## config.mk

```make
export PLATFORM = sky130hd
export DESIGN_NAME = yaw_drift_correction_unit
export DESIGN_NICKNAME = d
export VERILOG_FILES = /design/src/yawdc_pkg.sv /design/src/yaw_drift_correction_unit.sv
export SDC_FILE = /design/constraint.sdc
export NUM_CORES = 2
export LEC_CHECK = 0
export BUFFER_PORTS_ARGS = -buffer_cell sky130_fd_sc_hd__buf_2
export CAP_MARGIN = 20
export CORE_AREA = 2 2 254 256
export DETAILED_ROUTE_END_ITERATION = 6
export DIE_AREA = 0 0 256 258
export GPL_TIMING_DRIVEN = 0
export MAX_ROUTING_LAYER = met4
export PLACE_DENSITY_LB_ADDON = 0.25
export REMOVE_ABC_BUFFERS = 1
export SETUP_SLACK_MARGIN = 0.3
export SYNTH_ARGS = -nofsm -noshare
export SYNTH_HDL_FRONTEND = slang
export SYNTH_SLANG_ARGS = --single-unit
```

## constraint.sdc

```tcl
create_clock -name clk -period 12.6 [get_ports clk]
set_input_delay 1.26 -clock clk [delete_from_list [all_inputs] [get_ports clk]]
set_output_delay 1.26 -clock clk [all_outputs]
set_load 0.01 [all_outputs]
```

## src/yawdc_pkg.sv

```systemverilog
package yawdc_pkg;

    // Register indexes on the configuration port (byte address 8 * index).
    localparam logic [2:0] REG_RATE_DEADBAND       = 3'd0;
    localparam logic [2:0] REG_DEVIATION_THRESHOLD = 3'd1;
    localparam logic [2:0] REG_GAIN_UPHILL         = 3'd2;
    localparam logic [2:0] REG_GAIN_DOWNHILL       = 3'd3;
    localparam logic [2:0] REG_MAX_CORRECTION      = 3'd4;
    localparam logic [2:0] REG_CLIMB_SPEED         = 3'd5;
    localparam logic [2:0] REG_NORMAL_SPEED        = 3'd6;
    localparam logic [2:0] REG_DOWNHILL_BRAKE      = 3'd7;

    // Input item kinds carried on tuser.
    localparam logic OP_SAMPLE = 1'b0;
    localparam logic OP_RESET  = 1'b1;

    // One degree of heading is 65.5 counts per deg/s times 1000 ms per s.
    localparam int unsigned UNITS_PER_DEG = 65500;

    // Correction magnitudes at or above 256 saturate, so products below
    // 256 degrees fit in 24 bits and divide exactly through a reciprocal.
    localparam int unsigned        MAG_OP_W    = 24;
    localparam logic [31:0]        CM_LIMIT    = 32'(256 * UNITS_PER_DEG);
    localparam int unsigned        RECIP_SHIFT = 40;
    localparam longint unsigned    RECIP       =
        (64'd1099511627776 + 64'(UNITS_PER_DEG) - 64'd1) / 64'(UNITS_PER_DEG);

    // Shared signed multiplier operand width.
    localparam int unsigned MUL_W  = 26;
    localparam int unsigned PROD_W = 2 * MUL_W;

    typedef enum logic [2:0] {
        ST_IDLE,
        ST_MUL_RATE,
        ST_ACCUM,
        ST_ABS,
        ST_MUL_GAIN,
        ST_MUL_RECIP,
        ST_DONE
    } yawdc_state_t;

endpackage

```

## src/yaw_drift_correction_unit.sv

```systemverilog
// Gyro-integrated heading with a proportional differential-drive correction.
// The sequencer takes a new item only in its idle state, once the last one is
// through. For a sample item it runs the rate product, the saturating
// accumulate, the magnitude, the gain product and the divide-by-65500
// reciprocal product one after another through a single shared 26x26
// multiplier and one adder; the reciprocal product is skipped when the
// heading stays under the deviation threshold. A heading reset item goes
// straight to the last step. The output register lets the next item be
// accepted while a result still waits to be taken; a finished item waits in
// its last step only when that register is still full.
module yaw_drift_correction_unit #(
    parameter int ACCUM_WIDTH = 48
) (
    input  logic        clk,
    input  logic        rst_n,
    // APB-style configuration port
    input  logic        psel,
    input  logic        penable,
    input  logic        pwrite,
    input  logic [5:0]  paddr,
    input  logic [63:0] pwdata,
    output logic [63:0] prdata,
    output logic        pready,
    // Input items
    input  logic        s_tvalid,
    output logic        s_tready,
    // [15:0] gyro_z, [31:16] elapsed_ms, [32] climbing, [33] downhill,
    // [42:34] base_override, [47:43] zero
    input  logic [47:0] s_tdata,
    // [0] operation
    input  logic        s_tuser,
    // Result items
    output logic        m_tvalid,
    input  logic        m_tready,
    // [7:0] left_speed, [15:8] right_speed, [24:16] correction,
    // [25] correcting, [73:26] yaw_deviation, [79:74] zero
    output logic [79:0] m_tdata,
    // [0] drive_valid
    output logic        m_tuser
);
    import yawdc_pkg::*;

    localparam int W     = ACCUM_WIDTH;
    localparam int SUM_W = W + 2;
    localparam int CMP_W = (W > 40) ? W : 40;

    // Configuration registers
    logic [15:0] deadband_reg;
    logic [39:0] threshold_reg;
    logic [7:0]  gain_up_reg;
    logic [7:0]  gain_dn_reg;
    logic [7:0]  max_corr_reg;
    logic [7:0]  climb_reg;
    logic [7:0]  normal_reg;
    logic [7:0]  brake_reg;

    yawdc_state_t state_reg, state_next;

    // Latched input item
    logic               op_reg, op_next;
    logic signed [15:0] gz_reg, gz_next;
    logic [15:0]        ms_reg, ms_next;
    logic               climb_in_reg, climb_in_next;
    logic               down_in_reg, down_in_next;
    logic signed [8:0]  ovr_reg, ovr_next;

    // Heading state and working registers
    logic signed [W-1:0]      accum_reg, accum_next;
    logic                     active_reg, active_next;
    logic [W-1:0]             mag_reg, mag_next;
    logic                     neg_reg, neg_next;
    logic                     sat_reg, sat_next;
    logic signed [PROD_W-1:0] prod_reg, prod_next;

    // Output register
    logic        m_valid_reg, m_valid_next;
    logic        drive_reg, drive_next;
    logic [79:0] mdata_reg, mdata_next;

    logic signed [MUL_W-1:0] mul_a, mul_b;
    logic signed [PROD_W-1:0] mul_p;
    logic                     in_accept;
    logic                     out_load;

    assign pready    = 1'b1;
    assign in_accept = s_tvalid && s_tready;
    assign out_load  = (state_reg == ST_DONE) && (!m_valid_reg || m_tready);

    // ------------------------------------------------------------------
    // Configuration port
    always_ff @(posedge clk or negedge rst_n)
    begin
        if (!rst_n)
        begin
            deadband_reg  <= 16'd262;
            threshold_reg <= 40'd163750;
            gain_up_reg   <= 8'd10;
            gain_dn_reg   <= 8'd8;
            max_corr_reg  <= 8'd45;
            climb_reg     <= 8'd200;
            normal_reg    <= 8'd150;
            brake_reg     <= 8'd80;
        end
        else if (psel && penable && pwrite && pready)
        begin
            unique case (paddr[5:3])
                REG_RATE_DEADBAND:       deadband_reg  <= pwdata[15:0];
                REG_DEVIATION_THRESHOLD: threshold_reg <= pwdata[39:0];
                REG_GAIN_UPHILL:         gain_up_reg   <= pwdata[7:0];
                REG_GAIN_DOWNHILL:       gain_dn_reg   <= pwdata[7:0];
                REG_MAX_CORRECTION:      max_corr_reg  <= pwdata[7:0];
                REG_CLIMB_SPEED:         climb_reg     <= pwdata[7:0];
                REG_NORMAL_SPEED:        normal_reg    <= pwdata[7:0];
                REG_DOWNHILL_BRAKE:      brake_reg     <= pwdata[7:0];
            endcase
        end
    end

    always_comb
    begin
        unique case (paddr[5:3])
            REG_RATE_DEADBAND:       prdata = {48'd0, deadband_reg};
            REG_DEVIATION_THRESHOLD: prdata = {24'd0, threshold_reg};
            REG_GAIN_UPHILL:         prdata = {56'd0, gain_up_reg};
            REG_GAIN_DOWNHILL:       prdata = {56'd0, gain_dn_reg};
            REG_MAX_CORRECTION:      prdata = {56'd0, max_corr_reg};
            REG_CLIMB_SPEED:         prdata = {56'd0, climb_reg};
            REG_NORMAL_SPEED:        prdata = {56'd0, normal_reg};
            REG_DOWNHILL_BRAKE:      prdata = {56'd0, brake_reg};
        endcase
    end

    // ------------------------------------------------------------------
    // Sequencer: next state
    always_comb
    begin
        state_next = state_reg;
        unique case (state_reg)
            ST_IDLE:
            begin
                if (in_accept)
                begin
                    state_next = (s_tuser == OP_RESET) ? ST_DONE : ST_MUL_RATE;
                end
            end
            ST_MUL_RATE:  state_next = ST_ACCUM;
            ST_ACCUM:     state_next = ST_ABS;
            ST_ABS:       state_next = ST_MUL_GAIN;
            ST_MUL_GAIN:
            begin
                // Below the deviation threshold nothing more is computed.
                if (CMP_W'(mag_reg) < CMP_W'(threshold_reg))
                begin
                    state_next = ST_DONE;
                end
                else
                begin
                    state_next = ST_MUL_RECIP;
                end
            end
            ST_MUL_RECIP: state_next = ST_DONE;
            ST_DONE:
            begin
                if (out_load)
                begin
                    state_next = ST_IDLE;
                end
            end
            default:      state_next = ST_IDLE;
        endcase
    end

    // Sequencer: outputs (ready and the shared multiplier's operands)
    logic signed [16:0] gz_ext;
    logic [16:0]        gz_mag;
    logic [7:0]         gain_sel;

    always_comb
    begin
        gz_ext   = 17'(gz_reg);
        gz_mag   = gz_ext[16] ? 17'(~gz_ext + 17'sd1) : 17'(gz_ext);
        gain_sel = down_in_reg ? gain_dn_reg : gain_up_reg;
        s_tready = 1'b0;
        mul_a    = '0;
        mul_b    = '0;
        unique case (state_reg)
            ST_IDLE:
            begin
                s_tready = 1'b1;
            end
            ST_MUL_RATE:
            begin
                // Rates inside the deadband integrate as zero.
                mul_a = (gz_mag < {1'b0, deadband_reg}) ? '0 : MUL_W'(gz_reg);
                mul_b = MUL_W'($signed({1'b0, ms_reg}));
            end
            ST_MUL_GAIN:
            begin
                mul_a = MUL_W'($signed({1'b0, mag_reg[MAG_OP_W-1:0]}));
                mul_b = MUL_W'($signed({1'b0, gain_sel}));
            end
            ST_MUL_RECIP:
            begin
                mul_a = MUL_W'($signed({1'b0, prod_reg[MAG_OP_W-1:0]}));
                mul_b = MUL_W'($signed({1'b0, RECIP[MUL_W-2:0]}));
            end
            ST_ACCUM, ST_ABS, ST_DONE:
            begin
                mul_a = '0;
                mul_b = '0;
            end
            default:
            begin
                mul_a = '0;
                mul_b = '0;
            end
        endcase
    end

    assign mul_p = mul_a * mul_b;

    // ------------------------------------------------------------------
    // Datapath next values
    logic signed [SUM_W-1:0] sum;
    logic signed [W-1:0]     sat_sum;
    logic [7:0]              quot;
    logic [8:0]              cm;
    logic [7:0]              corr_mag;
    logic signed [9:0]       corr10;
    logic signed [9:0]       base;
    logic signed [10:0]      lsum;
    logic signed [10:0]      rsum;
    logic [7:0]              left_spd;
    logic [7:0]              right_spd;
    logic signed [63:0]      acc64;
    logic                    drive_on;

    always_comb
    begin
        sum = SUM_W'(accum_reg) + SUM_W'($signed(prod_reg[32:0]));
        // Saturate when the guard bits disagree with the accumulator sign.
        if (sum[SUM_W-1:W-1] != {3{sum[SUM_W-1]}})
        begin
            sat_sum = sum[SUM_W-1] ? {1'b1, {(W-1){1'b0}}} : {1'b0, {(W-1){1'b1}}};
        end
        else
        begin
            sat_sum = sum[W-1:0];
        end

        quot     = prod_reg[RECIP_SHIFT+7:RECIP_SHIFT];
        cm       = sat_reg ? 9'd256 : {1'b0, quot};
        corr_mag = (cm > {1'b0, max_corr_reg}) ? max_corr_reg : cm[7:0];
        corr10   = neg_reg ? -$signed({2'b00, corr_mag}) : $signed({2'b00, corr_mag});

        if (!ovr_reg[8])
        begin
            base = 10'(ovr_reg);
        end
        else if (down_in_reg)
        begin
            base = -$signed({2'b00, brake_reg});
        end
        else if (climb_in_reg)
        begin
            base = $signed({2'b00, climb_reg});
        end
        else
        begin
            base = $signed({2'b00, normal_reg});
        end

        lsum = 11'(base) + 11'(corr10);
        rsum = 11'(base) - 11'(corr10);
        left_spd  = lsum[10] ? 8'd0 : ((lsum > 11'sd255) ? 8'd255 : lsum[7:0]);
        right_spd = rsum[10] ? 8'd0 : ((rsum > 11'sd255) ? 8'd255 : rsum[7:0]);

        acc64    = 64'(accum_reg);
        drive_on = (op_reg == OP_SAMPLE) && active_reg;

        op_next       = op_reg;
        gz_next       = gz_reg;
        ms_next       = ms_reg;
        climb_in_next = climb_in_reg;
        down_in_next  = down_in_reg;
        ovr_next      = ovr_reg;
        accum_next    = accum_reg;
        active_next   = active_reg;
        mag_next      = mag_reg;
        neg_next      = neg_reg;
        sat_next      = sat_reg;
        prod_next     = prod_reg;

        unique case (state_reg)
            ST_IDLE:
            begin
                if (in_accept)
                begin
                    op_next       = s_tuser;
                    gz_next       = s_tdata[15:0];
                    ms_next       = s_tdata[31:16];
                    climb_in_next = s_tdata[32];
                    down_in_next  = s_tdata[33];
                    ovr_next      = s_tdata[42:34];
                    if (s_tuser == OP_RESET)
                    begin
                        accum_next  = '0;
                        active_next = 1'b0;
                    end
                end
            end
            ST_MUL_RATE:
            begin
                prod_next = mul_p;
            end
            ST_ACCUM:
            begin
                accum_next = sat_sum;
            end
            ST_ABS:
            begin
                neg_next = accum_reg[W-1];
                mag_next = accum_reg[W-1] ? W'(-accum_reg) : W'(accum_reg);
            end
            ST_MUL_GAIN:
            begin
                active_next = !(CMP_W'(mag_reg) < CMP_W'(threshold_reg));
                sat_next    = (mag_reg >= W'(CM_LIMIT)) && (gain_sel != 8'd0);
                prod_next   = mul_p;
            end
            ST_MUL_RECIP:
            begin
                sat_next  = sat_reg || (prod_reg[31:0] >= CM_LIMIT);
                prod_next = mul_p;
            end
            ST_DONE:
            begin
                prod_next = prod_reg;
            end
            default:
            begin
                prod_next = prod_reg;
            end
        endcase

        m_valid_next = m_valid_reg && !m_tready;
        drive_next   = drive_reg;
        mdata_next   = mdata_reg;
        if (out_load)
        begin
            m_valid_next = 1'b1;
            drive_next   = drive_on;
            mdata_next   = {6'd0, acc64[47:0], active_reg,
                            drive_on ? corr10[8:0] : 9'd0,
                            drive_on ? right_spd : 8'd0,
                            drive_on ? left_spd : 8'd0};
        end
    end

    always_ff @(posedge clk or negedge rst_n)
    begin
        if (!rst_n)
        begin
            state_reg   <= ST_IDLE;
            accum_reg   <= '0;
            active_reg  <= 1'b0;
            m_valid_reg <= 1'b0;
        end
        else
        begin
            state_reg   <= state_next;
            accum_reg   <= accum_next;
            active_reg  <= active_next;
            m_valid_reg <= m_valid_next;
        end
    end

    always_ff @(posedge clk)
    begin
        op_reg       <= op_next;
        gz_reg       <= gz_next;
        ms_reg       <= ms_next;
        climb_in_reg <= climb_in_next;
        down_in_reg  <= down_in_next;
        ovr_reg      <= ovr_next;
        mag_reg      <= mag_next;
        neg_reg      <= neg_next;
        sat_reg      <= sat_next;
        prod_reg     <= prod_next;
        drive_reg    <= drive_next;
        mdata_reg    <= mdata_next;
    end

    assign m_tvalid = m_valid_reg;
    assign m_tuser  = drive_reg;
    assign m_tdata  = mdata_reg;

    // ------------------------------------------------------------------
    // Assertions
    a_reset_clears_heading: assert property (@(posedge clk) disable iff (!rst_n)
        (in_accept && s_tuser == OP_RESET) |=> (accum_reg == '0 && !active_reg))
        else $error("heading reset item did not clear the accumulator");

    a_sample_starts_sequence: assert property (@(posedge clk) disable iff (!rst_n)
        (in_accept && s_tuser == OP_SAMPLE) |=> (state_reg == ST_MUL_RATE))
        else $error("sample item did not start the multiply sequence");

    a_drive_implies_correcting: assert property (@(posedge clk) disable iff (!rst_n)
        (m_tvalid && m_tuser) |-> m_tdata[25])
        else $error("drive issued without the correcting flag");

    a_no_drive_zero_speeds: assert property (@(posedge clk) disable iff (!rst_n)
        (m_tvalid && !m_tuser) |-> (m_tdata[24:0] == 25'd0))
        else $error("speeds or correction nonzero on an item without drive");

endmodule

```

== Yosys cells after proc, flatten, opt, wreduce, memory -nomap -nowiden ==
Index checks and enable logic that the tools add are counted.
Storage, ports and cells
  flip-flop bits (word level): 374
  latch bits: 0
  memory bits (writable): 0
  memory bits (read-only): 0
  input bits: 126
  output and inout bits: 148
  word-level logic and storage cells: 127
  memories kept: 0
Cells by class
  add/subtract/negate cells: 7
  multipliers: 1
  div/mod/pow operators: 0
  $lt $le $gt $ge: 7
  equality and inequality tests: 17
  shift-type cells: 0
  muxes and demuxes: 31
  bitwise gates (word level): 3
  reduce and logical (&&, ||, !) cells: 33
Operators by type and width (number)
  $pmux 64 s8: 1
  $mux 48: 4
  $pmux 48 s2: 1
  $pmux 26 s3: 1
  $pmux 25 s3: 1
  $add 48x33->49: 1
  $ge 48x24->1 const B: 1
  $lt 48x40->1: 1
  $mul 26x26->48: 1
  $neg 48->48: 1
  $mux 47: 1
  $mux 8: 5
  $ge 32x24->1 const B: 1
  $mux 10: 3
  $mux 26: 1
  $gt 11x9->1 const B: 2
  $eq 3x3->1 const B: 7
  $pmux 3 s7: 1
  $neg 8->10: 2
  $reduce_and 2->1: 10
  $add 17x2->17 const B: 1
  $lt 17x16->1: 1
  $mux 17: 1
  $not 16->17: 1
  22 further kinds: 49

== Depth between registers and ports, before layout ==
  depth in word-level cells: 8
  depth in mapped cells: 42
  mapped depth without buffers: 40

== Worst setup path after synthesis ==
Ideal clock, no wire load.
  path kind: register -> register
  from: register gz_reg[0]
  to: register prod_reg[46], data pin
  library setup time: 0.269 ns
  arrival time: 9.431 ns
  data required time: 12.331 ns
  setup slack: 2.901 ns
  stages on the path, launching flop included: 37
  buffers on the path: 2
  clock period less this slack: 9.699 ns
  cell sequence: edfxtp_1 -> or3_1 -> or3_1 -> or3_1 -> o21ai_0 -> xnor2_1 -> ha_1 -> o21ai_0 -> nand2b_1 -> a21oi_1 -> nor3_1 -> and2_1 -> clkbuf_1 -> nand2_1 -> clkbuf_1 -> nor2_1 -> fa_1 -> fa_1 -> inv_1 -> fa_1 -> inv_1 -> fa_1 -> fa_1 -> fa_1 -> inv_1 -> fa_1 -> inv_1 -> ha_1 -> a21o_1 -> a21o_1 -> a21o_1 -> a21oi_1 -> o22a_1 -> o2111ai_1 -> a21oi_1 -> o31ai_1 -> xor2_1
Between the ends
  cells in the longest elaborated chain, start to end: 7
Ends and longest elaborated chain
  from (decl): line yaw_drift_correction_unit.sv:61  | logic signed [15:0] gz_reg, gz_next;
  from (signal assigned): line yaw_drift_correction_unit.sv:381  | gz_reg <= gz_next;
  $not 16->17: line yaw_drift_correction_unit.sv:181  | gz_mag = gz_ext[16] ? 17'(~gz_ext + 17'sd1) : 17'(gz_ext);
  $add 17x2->17: line yaw_drift_correction_unit.sv:181
  $mux 17: line yaw_drift_correction_unit.sv:181
  $lt 17x16->1: line yaw_drift_correction_unit.sv:194  | mul_a = (gz_mag < {1'b0, deadband_reg}) ? '0 : MUL_W'(gz_reg);
  $mux 26 *: line yaw_drift_correction_unit.sv:194
  $pmux 26 s3 *: line yaw_drift_correction_unit.sv:186  | unique case (state_reg)
  $mul 26x26->48 *: line yaw_drift_correction_unit.sv:220  | assign mul_p = mul_a * mul_b;
  net mul_p[46]: line yaw_drift_correction_unit.sv:81  | logic signed [PROD_W-1:0] mul_p;
  to (signal assigned): line yaw_drift_correction_unit.sv:389  | prod_reg <= prod_next;
  to (decl): line yaw_drift_correction_unit.sv:73  | logic signed [PROD_W-1:0] prod_reg, prod_next;
Mark *: on every way through the listed nets, which the timed path passes. The rest lies on a longest branch.
A chain may end at the register's enable or synchronous reset.

== Worst setup path in the final report ==
Same ends and word-level chain as after synthesis.

==> flow_summary.rst <==
.. list-table::
   :header-rows: 1

   * - Metric
     - Value
   * - Run status
     - finished clean
   * - Clock network fraction of total power
     - 15.9%
   * - Slew of the pin with the lowest slew margin
     - 1.274 ns
   * - Clock buffer depth
     - 3
   * - Number of flip-flops and latches in the synthesized netlist
     - 367
   * - Portion of total power attributed to sequential cells
     - 29.0%
   * - Maximum number of pins on one net before global-route repair
     - roughly 100
   * - Remaining antenna violation count after routing
     - 0
   * - Int Power
     - around 4.1 mW
   * - Pins over their slew limit
     - 0
   * - Crit-path max cell delay
     - about 0.88 ns
   * - Synth Instances
     - 4049
   * - Number of enable-type register cells in the synthesized netlist
     - 210
   * - TritonCTS Sinks
     - between 300 and 400
   * - Residual DRC
     - 0
   * - Hold/Removal Path Class
     - flip-flop to flip-flop
   * - GRT Total Usage
     - 33.95%
   * - Die outline height
     - roughly 260 um
   * - Number of distinct library cells after synthesis
     - 76
   * - Width of the chip
     - 256 um
   * - Number of cell rows
     - 93
   * - P per Cell Area
     - 190.3 nW/um^2
   * - Drt first pass iters
     - 6
   * - Arrival time reported for the critical path endpoint
     - around 12 ns
   * - H-tree depth
     - 2
   * - Crit path time final
     - 11.73 ns
   * - Kind of cell with the highest combined delay on the critical path
     - adder cells
   * - DRC violation total after the first TritonRoute iteration
     - 2599
   * - Via Count
     - ~30000
   * - Area of combinational cells with multiple inputs
     - roughly 24000 um^2
   * - Routed length per instance
     - 21.12 um
   * - Wire length of the first global-routing pass
     - between 150 and 200 mm
   * - Reg2Reg Depth
     - 34
   * - Share of final-layout standard cells stronger than drive strength 1
     - 10.87%
   * - # fillers
     - 5217
   * - Number of maximum-capacitance violations
     - 0
   * - Combined buffer and inverter count along the critical path
     - 4
   * - Worst min-delay path startpoint
     - active_reg
   * - Register-to-register setup slack
     - 0.87 ns
   * - Number of warnings issued by yosys
     - 0
   * - Most frequent CP cell
     - sky130_fd_sc_hd__fa_1
   * - Placer Congestion
     - 0.9696
   * - Share of flip-flops with an asynchronous set or reset after synthesis
     - 42.78%
   * - Hold bufs inserted after CTS
     - 0
   * - Worst VDD drop
     - 0.0001584 V
   * - Setup-violating endpoint count in the final report
     - 0
   * - Syn avg cell area
     - 9.323 um^2
   * - Postcts setup bufs
     - 0
   * - Rel. slew slack
     - 14.29%
   * - Sum of negative setup slack
     - 0 ns
   * - TritonCTS clock tree
     - yes
   * - Crit start category
     - flip-flop
   * - Initial standard-cell utilization of the core
     - 59.31%
   * - Startpoint of the worst register-to-register path
     - gz_reg[0]
   * - Clock transition at path regs
     - 0.06 ns
   * - Terminus of the critical flop-to-flop path
     - prod_reg[46]
   * - Area of the core
     - 63650 um^2
   * - Cell count of the worst hold path
     - 0
   * - Part of the cycle the worst path needs
     - ~93%
   * - Synth-to-layout area growth
     - 9.589%
   * - Seq/Total Area, Yosys
     - 27.22%
   * - Most common cell after layout, fill and taps aside
     - sky130_fd_sc_hd__inv_1
   * - Slowest cell on crit path
     - sky130_fd_sc_hd__and2_1
   * - Cell type with the highest aggregate area in the netlist
     - sky130_fd_sc_hd__fa_1
   * - Die outline area
     - between 60000 and 70000 um^2
   * - Fraction of the core area covered by cells at the end of the flow
     - 64.99%
   * - Top cell type's share of synthesized area
     - 22.49%
   * - Most frequent cells in the layout
     - sky130_fd_sc_hd__inv_1 (707), sky130_fd_sc_hd__fa_1 (424), sky130_fd_sc_hd__nand2_1 (411), sky130_fd_sc_hd__nor2_1 (357), sky130_fd_sc_hd__ha_1 (314)
   * - Detailed-route vias per instance
     - 5.846
   * - Sw Share
     - between 40% and 50%
   * - Post-cts repair resize count
     - 0
   * - Leakage
     - just under 20 nW
   * - Initial antenna violation count
     - 2
   * - Dpl hpwl
     - 85.96 mm
   * - GRT Residual Overflow
     - 0
   * - Post-layout nets
     - between 5000 and 6000
   * - Area contributors post-synth
     - sky130_fd_sc_hd__fa_1 (22%), sky130_fd_sc_hd__edfxtp_1 (17%), sky130_fd_sc_hd__ha_1 (10%)
   * - Max FFs per register
     - 74
   * - Fmax
     - 85.22 MHz
   * - Skew final
     - ~0.033 ns
   * - Worst-Skew Late Latency
     - between 0.5 and 0.6 ns
   * - Input/output buffers
     - 210
   * - Net load switching power
     - around 3.7 mW
   * - Hold-critical path endpoint
     - m_tdata[25]
   * - Combinational cell fraction of total power
     - 55.1%
   * - Number of global-route vias before repair
     - 29490
   * - Data required time at the worst endpoint
     - 12.94 ns
   * - Root buffer cell
     - sky130_fd_sc_hd__clkbuf_16
   * - Predominant post-synthesis flop cell
     - sky130_fd_sc_hd__edfxtp_1
   * - Cell Area, Synth
     - 37750 um^2
   * - Total wire length
     - 107.5 mm
   * - Number of hold violations in the final report
     - 0
   * - RSZ-0062 raised after global routing
     - false
   * - Category of the worst setup path capture point
     - flip-flop
   * - Inserted Clock Buffers
     - between 40 and 50
   * - Number of primary I/O pins
     - 274
   * - Critical path fanouts, max
     - 29
   * - Register area
     - 10270 um^2
   * - Worst setup path category
     - flip-flop to flip-flop
## power by group through the flow
stage	registers, mW	logic [mW]	clock network, mW
CTS	2.27	4.29	1.26
finish	2.29	4.34	1.25
global placement	2.32	4.02	0
global route	2.31	4.81	1.31
detailed placement	2.29	4.25	0
floorplan	2.11	2.93	0
## worst register-to-register path, delay by kind of cell (launching register included)
kind	cells	cell delay, ns
simple gates	8	3.75
fa+ha+maj	9	4.56
flops	1	0.48
xor+xnor	2	0.44
buf+inv	4	0.42
compound gates	11	1.87
## cells by family (layout without fill, tap and decap cells)
group	Yosys count	count (layout)	share of synthesized area [%]
other cells	2	34	0.01989
fa+ha+maj	738	738	32.89
buf+inv	887	1042	9.132
compound gates	695	695	11.13
flops	367	367	27.22
mux	89	89	2.668
simple gates	1107	1107	13.14
xor+xnor	164	164	3.805
## how the worst max path moves through the flow
stage	startpoint	to	depth (start not counted)
floorplan	gz_reg[0]	prod_reg[46]	31
global placement	gz_reg[0]	prod_reg[46]	31
detailed placement	gz_reg[0]	prod_reg[46]	34
CTS	gz_reg[0]	prod_reg[46]	34
global route	gz_reg[0]	prod_reg[46]	34
finish	gz_reg[0]	prod_reg[46]	34
## Yosys cell counts (all sizes together), types with 16 or more instances
cell    instances
and2           16
mux2           53
or3            26
nand2b         35
clkbuf        139
o41ai          16
edfxtp        210
dfrtp         126
a21oi         202
o21bai         17
o21ai         242
a21o           69
o21a           34
inv           707
nor2          362
nand4          32
dfstp          31
nand3          33
o31ai          24
or4            16
nor2b          33
ha            314
fa            424
nor3           56
mux2i          32
and3           54
nand2         411
buf            41
nor4           17
xnor2         123
xor2           41
## stage by stage
stage	setup slack, ns	area [um^2]	hold WS (ns)	total power [mW]	instances
floorplan	1.645	37060	0.4484	5.046	3898
global placement	-2.604	39190	0.4630	6.342	4963
detailed placement	1.136	39930	0.4667	6.535	5007
CTS	1.034	41330	0.4803	7.820	5086
global route	0.3270	41370	0.4947	8.434	5090
finish	0.8659	41370	0.4833	7.874	5091
## layer usage
metal / vias up / part of all wire, % / global-route usage (%)
li1: 13460 / - / -
met1: 14750 / 41 / 45.59
met2: 1294 / 47 / 52.49
met3: 264 / 7.8 / 4.878
met4: 0 / 4.3 / 13.39
met5: - / 0 / -
## layout make-up
type	count	area share, %
antenna	3	0.01815
timing repair buffer	256	4.071
sequential	367	24.84
clock buffer	62	2.976
tap	855	2.586
multi-input combinational	2824	58.68
inverter	707	6.415
clock inverter	17	0.4144
Power figures use the tool's default switching activity.
